### src/rtl/eulrot_pkg.sv
// ---------------------------------------------------------------------------
// Euler angle to rotation matrix: shared definitions
// Word types, fixed-point widths, the arctangent table and the rounding,
// clamping and rotation helpers used by the pipeline.
// ---------------------------------------------------------------------------
package eulrot_pkg;

    localparam int ANGLE_BITS       = 16;
    localparam int OUT_FRAC_BITS    = 14;
    localparam int FIELD_W          = 16;

    localparam int CORDIC_STEPS     = 20;
    localparam int CORDIC_PER_STAGE = 4;
    localparam int CORDIC_STAGES    = CORDIC_STEPS / CORDIC_PER_STAGE;
    localparam int CORDIC_FRAC      = 30;

    // Reduction stage, rotation stages, rounding stage.
    localparam int SC_STAGES        = CORDIC_STAGES + 2;
    // Sine/cosine stages, products, partial rounding, accumulate, output.
    localparam int PIPE_STAGES      = SC_STAGES + 4;

    localparam int CX_W             = CORDIC_FRAC + 3;
    localparam int CZ_W             = 26;
    localparam int TRIG_W           = OUT_FRAC_BITS + 2;
    localparam int PROD_W           = 2 * OUT_FRAC_BITS + 3;

    localparam longint CORDIC_X0    = 64'sd652032874;
    localparam longint ONE          = longint'(1) << OUT_FRAC_BITS;
    localparam int TRIG_SHIFT       = CORDIC_FRAC - OUT_FRAC_BITS;
    localparam longint HALF_TRIG    = (longint'(1) << TRIG_SHIFT) >> 1;
    localparam longint HALF_PROD    = (longint'(1) << OUT_FRAC_BITS) >> 1;

    typedef logic signed [ANGLE_BITS-1:0] angle_t;
    typedef logic signed [TRIG_W-1:0]     trig_t;
    typedef logic signed [PROD_W-1:0]     prod_t;
    typedef logic signed [FIELD_W-1:0]    field_t;

    typedef struct packed {
        angle_t heading;
        angle_t pitch;
        angle_t bank;
    } in_word_t;

    typedef struct packed {
        field_t m00;
        field_t m01;
        field_t m02;
        field_t m10;
        field_t m11;
        field_t m12;
        field_t m20;
        field_t m21;
        field_t m22;
    } out_word_t;

    typedef struct packed {
        logic signed [CX_W-1:0] x;
        logic signed [CX_W-1:0] y;
        logic signed [CZ_W-1:0] z;
    } cordic_t;

    typedef struct packed {
        logic signed [CZ_W-1:0] z;
        logic                   flip;
    } phase_t;

    // Arctangent of 2^-i, with pi equal to 2^23.
    function automatic logic signed [CZ_W-1:0] atan_val(input int i);
        logic signed [CZ_W-1:0] a;
        unique case (i)
            0:       a = CZ_W'(2097152);
            1:       a = CZ_W'(1238021);
            2:       a = CZ_W'(654136);
            3:       a = CZ_W'(332050);
            4:       a = CZ_W'(166669);
            5:       a = CZ_W'(83416);
            6:       a = CZ_W'(41718);
            7:       a = CZ_W'(20860);
            8:       a = CZ_W'(10430);
            9:       a = CZ_W'(5215);
            10:      a = CZ_W'(2608);
            11:      a = CZ_W'(1304);
            12:      a = CZ_W'(652);
            13:      a = CZ_W'(326);
            14:      a = CZ_W'(163);
            15:      a = CZ_W'(81);
            16:      a = CZ_W'(41);
            17:      a = CZ_W'(20);
            18:      a = CZ_W'(10);
            19:      a = CZ_W'(5);
            default: a = '0;
        endcase
        return a;
    endfunction

    // Takes the top 16 bits of the angle and folds it into -pi/2..pi/2.
    function automatic phase_t reduce_angle(input angle_t a);
        logic [ANGLE_BITS+15:0] ext;
        logic signed [15:0]     u;
        logic signed [16:0]     p;
        phase_t                 r;
        ext    = {a, 16'b0};
        u      = ext[ANGLE_BITS+15 -: 16];
        p      = 17'(u);
        r.flip = 1'b0;
        if (p > 17'sd16384) begin
            p      = p - 17'sd32768;
            r.flip = 1'b1;
        end else if (p < -17'sd16384) begin
            p      = p + 17'sd32768;
            r.flip = 1'b1;
        end
        r.z = CZ_W'(p) <<< 8;
        return r;
    endfunction

    // A group of rotation steps; base is a constant at every call site.
    function automatic cordic_t cordic_run(input cordic_t c, input int base);
        cordic_t                r;
        logic signed [CX_W-1:0] nx;
        int                     i;
        r = c;
        for (int j = 0; j < CORDIC_PER_STAGE; j++) begin
            i = base + j;
            if (r.z >= 0) begin
                nx  = r.x - (r.y >>> i);
                r.y = r.y + (r.x >>> i);
                r.z = r.z - atan_val(i);
            end else begin
                nx  = r.x + (r.y >>> i);
                r.y = r.y - (r.x >>> i);
                r.z = r.z + atan_val(i);
            end
            r.x = nx;
        end
        return r;
    endfunction

    function automatic trig_t trig_round(input logic signed [CX_W-1:0] v, input logic flip);
        logic signed [CX_W:0] r;
        trig_t                t;
        r = (CX_W+1)'(v) + (CX_W+1)'(HALF_TRIG);
        r = r >>> TRIG_SHIFT;
        if (r > (CX_W+1)'(ONE)) begin
            r = (CX_W+1)'(ONE);
        end else if (r < -(CX_W+1)'(ONE)) begin
            r = -(CX_W+1)'(ONE);
        end
        t = TRIG_W'(r);
        return flip ? -t : t;
    endfunction

    function automatic prod_t mul(input trig_t a, input trig_t b);
        logic signed [2*TRIG_W-1:0] f;
        f = a * b;
        return PROD_W'(f);
    endfunction

    // Rounds a product back to the trig format; no clamp is needed there.
    function automatic trig_t prod_round(input prod_t v);
        logic signed [PROD_W:0] r;
        r = (PROD_W+1)'(v) + (PROD_W+1)'(HALF_PROD);
        r = r >>> OUT_FRAC_BITS;
        return TRIG_W'(r);
    endfunction

    function automatic field_t finish(input prod_t v);
        logic signed [PROD_W:0] r;
        r = (PROD_W+1)'(v) + (PROD_W+1)'(HALF_PROD);
        r = r >>> OUT_FRAC_BITS;
        if (r > (PROD_W+1)'(ONE)) begin
            r = (PROD_W+1)'(ONE);
        end else if (r < -(PROD_W+1)'(ONE)) begin
            r = -(PROD_W+1)'(ONE);
        end
        return FIELD_W'(r);
    endfunction

endpackage

### src/rtl/eulrot_sincos.sv
// ---------------------------------------------------------------------------
// Euler angle to rotation matrix: sine/cosine pipeline
// Folds a binary angle into the right half plane, runs the rotation CORDIC
// over several register stages and rounds the result to the output format.
// ---------------------------------------------------------------------------
module eulrot_sincos (
    input  logic                                 aclk,
    input  logic [eulrot_pkg::SC_STAGES-1:0]     stage_en,
    input  eulrot_pkg::angle_t                   angle,
    output eulrot_pkg::trig_t                    sin_out,
    output eulrot_pkg::trig_t                    cos_out
);

    localparam int NC = eulrot_pkg::CORDIC_STAGES;

    eulrot_pkg::cordic_t cord_reg [NC+1];
    logic                flip_reg [NC+1];
    eulrot_pkg::phase_t  phase_next;
    eulrot_pkg::trig_t   sin_reg;
    eulrot_pkg::trig_t   cos_reg;

    assign phase_next = eulrot_pkg::reduce_angle(angle);

    always_ff @(posedge aclk) begin
        if (stage_en[0]) begin
            cord_reg[0].x <= eulrot_pkg::CX_W'(eulrot_pkg::CORDIC_X0);
            cord_reg[0].y <= '0;
            cord_reg[0].z <= phase_next.z;
            flip_reg[0]   <= phase_next.flip;
        end
    end

    for (genvar k = 1; k <= NC; k++) begin : g_rot
        always_ff @(posedge aclk) begin
            if (stage_en[k]) begin
                cord_reg[k] <= eulrot_pkg::cordic_run(cord_reg[k-1],
                                                      (k - 1) * eulrot_pkg::CORDIC_PER_STAGE);
                flip_reg[k] <= flip_reg[k-1];
            end
        end
    end

    always_ff @(posedge aclk) begin
        if (stage_en[NC+1]) begin
            sin_reg <= eulrot_pkg::trig_round(cord_reg[NC].y, flip_reg[NC]);
            cos_reg <= eulrot_pkg::trig_round(cord_reg[NC].x, flip_reg[NC]);
        end
    end

    assign sin_out = sin_reg;
    assign cos_out = cos_reg;

endmodule

### config.mk
export PLATFORM = sky130hd
export DESIGN_NAME = eulrot_sincos
export DESIGN_NICKNAME = d
export VERILOG_FILES = /design/src/rtl/eulrot_pkg.sv /design/src/rtl/eulrot_sincos.sv
export SDC_FILE = /design/constraint.sdc
export NUM_CORES = 2
export LEC_CHECK = 0
export BUFFER_PORTS_ARGS = -buffer_cell sky130_fd_sc_hd__buf_2
export CORE_ASPECT_RATIO = 0.9
export CORE_MARGIN = 3
export CORE_UTILIZATION = 35
export DETAILED_ROUTE_END_ITERATION = 10
export GPL_TIMING_DRIVEN = 0
export HOLD_SLACK_MARGIN = 0.05
export PLACE_DENSITY_LB_ADDON = 0.05
export RECOVER_POWER = 50
export SLEW_MARGIN = 10
export SYNTH_ARGS = -nofsm -noshare
export SYNTH_HDL_FRONTEND = slang
export SYNTH_SLANG_ARGS = --single-unit
### constraint.sdc
create_clock -name aclk -period 25 [get_ports aclk]
set_clock_uncertainty 0.1 [all_clocks]
set_input_delay 1.25 -clock aclk [delete_from_list [all_inputs] [get_ports aclk]]
set_output_delay 1.25 -clock aclk [all_outputs]
set_load 0.005 [all_outputs]
* Word level (Yosys, flattened, before mapping) *
Memory sizes are Yosys's and may differ from the RTL's.
Index checks and enable logic that the tools add are counted.

operators by class
  add/sub/neg operators = 125
  $mul = 0
  divide/modulo/power cells = 0
  order comparisons = 26
  eq/ne operators = 0
  shifts and indexed selects = 0
  mux-type cells = 184
  bitwise logic cells = 0
  reduce and logical (&&, ||, !) cells = 0

operator list
  operator                                                            number
  2-to-1 mux 59 bit                                                   40
  2-to-1 mux 26 bit                                                   80
  2-to-1 mux 33 bit                                                   40
  adder 26 bit                                                        20
  greater-or-equal comparator 26 x 1 -> 1 bit, second input constant  20
  subtractor 26 bit                                                   20
  2-to-1 mux 16 bit                                                   8
  adder 33 x 17 -> 34 bit, second input constant                      2
  adder 33 x 14 -> 33 bit                                             2
  adder 33 x 15 -> 33 bit                                             2
  adder 33 x 16 -> 33 bit                                             2
  adder 33 x 17 -> 33 bit                                             2
  adder 33 x 18 -> 33 bit                                             2
  adder 33 x 19 -> 33 bit                                             2
  adder 33 x 20 -> 33 bit                                             2
  adder 33 x 21 -> 33 bit                                             2
  adder 33 x 22 -> 33 bit                                             2
  adder 33 x 23 -> 33 bit                                             2
  adder 33 x 24 -> 33 bit                                             2
  adder 33 x 25 -> 33 bit                                             2
  adder 33 x 26 -> 33 bit                                             2
  adder 33 x 27 -> 33 bit                                             2
  adder 33 x 28 -> 33 bit                                             2
  adder 33 x 29 -> 33 bit                                             2
  33 further kinds                                                    73

storage, ports and cells
  bits in registers = 32
  latch bits = 0
  bits in writable memories = 558
  memory bits (read-only) = 0
  bits of input ports = 24
  output and inout port bits = 32
  logic and storage cells = 339
  memories = 2

memory list
  name      depth  width  rd ports  clocked after memory_dff  write ports  RTL line             RTL
  cord_reg  6      92     6         0                         6            eulrot_sincos.sv:16  eulrot_pkg::cordic_t cord_reg [NC+1];
  flip_reg  6      1      6         0                         6            eulrot_sincos.sv:17  logic flip_reg [NC+1];

* Depth between registers and ports, before layout *
An unclocked memory read counts as a cell.

  word-level depth = 25
  depth in mapped cells = 80
  mapped depth without buffers = 79

* Worst setup path after synthesis *
OpenSTA, ideal clock, no wires.

  path type = register to register
  start = mem cord_reg[4][75] (netlist bit)
  end = mem cord_reg[5][90] (netlist bit) (data pin)
  library setup time = 0.259 ns
  arrival = 15.258 ns
  required time = 24.641 ns
  path slack = 9.383 ns
  stages on the path, launching flop included = 73
  buffers on the path = 0
  period minus slack after synthesis = 15.617 ns
  cells stage by stage = edfxtp_1 -> inv_1 -> ha_1 -> nand2_1 -> nor2_1 -> nand2_1 -> or3_1 -> nand2b_1 -> nor4_1 -> inv_1 -> ha_1 -> o21ai_0 -> ha_1 -> a21oi_1 -> o21ai_0 -> a2111oi_0 -> nor2_1 -> a31oi_1 -> [37 not listed] -> nand3_1 -> ha_1 -> nor2_1 -> nor2_1 -> ha_1 -> a21o_1 -> a21o_1 -> a21oi_1 -> o21ai_0 -> a31oi_1 -> o21bai_1 -> a21oi_1 -> o21ai_0 -> a211oi_1 -> o21ai_0 -> a21o_1 -> a41oi_1 -> xnor2_1

RTL lines
  what         RTL line
  from (decl)  eulrot_sincos.sv:16

==> impl_metrics.csv <==
group,metric,value,unit
status,status,"finished, violations left",
status,violations,"capacitance limit, slew limit",
timing,tightest_slew,4.860,ns
timing,max_freq,47.47,MHz
synth,netlist.top_cell.by_area,"ha_1",
timing,hold_violations,0,
worst_setup_path,max_stage_delay,0.93,ns
clock_tree,clock-root-buffer,"clkbuf_16",
timing,fin_crit_sh,84.27,%
clock_tree,cts_setup_buffers,0,
synth,synth_edf_count,454,
grt,first_global_vias,93840,
job,maxCapViolCount,9,
worst_setup_path,critPathArrivalTime,21.36,ns
synth,syn_area,104200,µm²
synth,syn_inst,13430,
clock_tree,clkTransAtPathRegs,0.06,ns
worst_setup_path,setup.worst_path.class,"flop to flop",
die,die_h,523.6,µm
final_layout,largest_register_ffs,416,
final_layout,fin_cells,17540,
synth,async_reset_ff_share,0,%
synth,seq_area_frac_synth,13.08,%
die,core.rowCount,189,
route,drcViolationCount,0,
timing,slew_viol_final,438,
clock_tree,clockBufferDepth,3,
place,dpl.hpwl,319300,µm
synth,yosysTopAreaCellShare,19.75,%
die,ioPinCount,56,
final_layout,drive_gt1_share,3.216,%
synth,yosysWarningCount,0,
place,gp_congestion,0.9295,
worst_setup_path,slowest_stage,"nor3_1",
timing,tns,0,ns
timing,relSlewSlack,-224.0,%
synth,yosysUniqueCellTypes,119,
worst_setup_path,critPathCaptureType,"flop",
die,coreArea,295400,µm²
synth,yosysMostFrequentCell,"ha_1",
place,io_buffer_count,55,
worst_setup_path,cp_top_family,"compound AO/OA/AOI/OAI gates",
route,wl_per_cell,21.43,µm
grt,grt_overflow,0,
route,ant_nets,0,
grt,grt_pass1_wl,568500,µm
synth,synth_flop_cell,"edfxtp_1",
synth,synth_area_per_cell,7.758,µm²
final_layout,area_growth,7.419,%
route,vias,99880,
die,start_util,35.28,%
die,dieArea,304300,µm²
synth,ys_seq_elements,454,
final_layout,final_nets,15280,
synth,synth_fp_nets,15150,
timing,layout_min_cycle_time,21.07,ns
worst_setup_path,crit_required,25.29,ns
clock_tree,post_cts_resized,0,
timing,rsz0062_at_grt,"false",
timing,setup_violations,0,
clock_tree,numCtsBuffers,66,
grt,grt_usage,23.70,%
route,drt_iter0_markers,7323,
clock_tree,cts_tree,"built",
worst_hold_path,hold_path.class,"flop to flop",
worst_setup_path,startpoint_type,"flop",
route,wl,375900,µm
clock_tree,cts.sinks,454,
synth,synth.area.top_cells,"ha_1 (20%), edfxtp_1 (13%), xnor2_1 (11%)",
clock_tree,cts.htree.levels,3,
grt,antenna_found_initial,11,
route,dr.pass1.iters,6,
clock_tree,insertion_delay,0.67,ns
clock_tree,hold_buffers,0,
grt,grt_max_degree,83,
die,fp.dieW,581.1,µm
place,dp_cells,17410,
route,viasPerCell,5.695,
worst_setup_path,cp_num_buf_inv,7,
worst_setup_path,cp_max_fo,10,
synth,synth_common_cells,"ha_1 (1645), xnor2_1 (1304), a21oi_1 (1293)",
## final timing paths
check	from	slack [ns]	to	depth (start not counted)
worst max-delay path	cord_reg[4][25]	3.93	cord_reg[5][58]	73
worst min-delay path	flip_reg[0]	0.32	flip_reg[1]	0
worst max register to register	cord_reg[4][25]	3.93	cord_reg[5][58]	73
worst min register to register	flip_reg[0]	0.32	flip_reg[1]	0
## worst register-to-register path, delay by kind of cell, from the launching register on
family | cells | cell delay (ns)
buf+inv | 7 | 1.95
simple gates | 25 | 7.11
fa+ha+maj | 7 | 2.09
xor+xnor | 3 | 0.83
flops | 1 | 0.80
compound gates | 31 | 7.94
## final cells by class
type | count | area [µm²]
Fill cell | 30640 | 183400
Multi-Input combinational cell | 12000 | 86960
Sequential cell | 454 | 13630
Tap cell | 3915 | 4898
Inverter | 729 | 2736
Clock buffer | 77 | 1714
Buffer | 249 | 975.9
Clock inverter | 42 | 555.5
Timing Repair Buffer | 70 | 442.9
Antenna cell | 5 | 12.51
## per-stage QoR
stage	worst slack, ns	cell area [µm²]	hold slack, ns	utilization [%]
after floorplan	9.383	104200	0.3003	-
after global placement	2.108	109400	0.3127	37.03
after global routing	2.066	111900	0.3272	37.89
final	3.932	111900	0.3204	37.89
after detailed placement	3.659	109800	0.3111	37.16
after CTS	3.540	112000	0.3241	37.93
## layer usage
metal  global-route usage (%)  vias up  part of all wire (%)
li1                         -    49740                     -
met1                    36.97    47580                    53
met2                    35.32     2309                    41
met3                    1.974      258                   4.7
met4                    3.996        2                   1.7
met5                        0        -                0.0032
## cells by family after synthesis
family          synth area share (%)
compound gates                 27.46
simple gates                   17.65
xor+xnor                       16.53
fa+ha+maj                      20.66
buf+inv                        3.544
flops                          13.08
mux                            1.078
## cell usage in the layout, fill, tap and decap left out, drive strengths merged, types with 97 or more instances in the layout
cell,n
nand2,861
o21bai,193
or3,128
nor3,314
ha,1645
nor4,97
a21oi,1295
nor2,1171
clkbuf,330
o31ai,159
edfxtp,454
a31oi,168
xnor2,1312
nand2b,196
and3,119
nor2b,176
xor2,627
nand3,263
a21o,509
o21a,282
inv,731
o21ai,971
a211oi,128
Power is left out: the tool's default activity adds up to more than one toggle a clock period on the data nets, which glitch-free logic cannot reach.
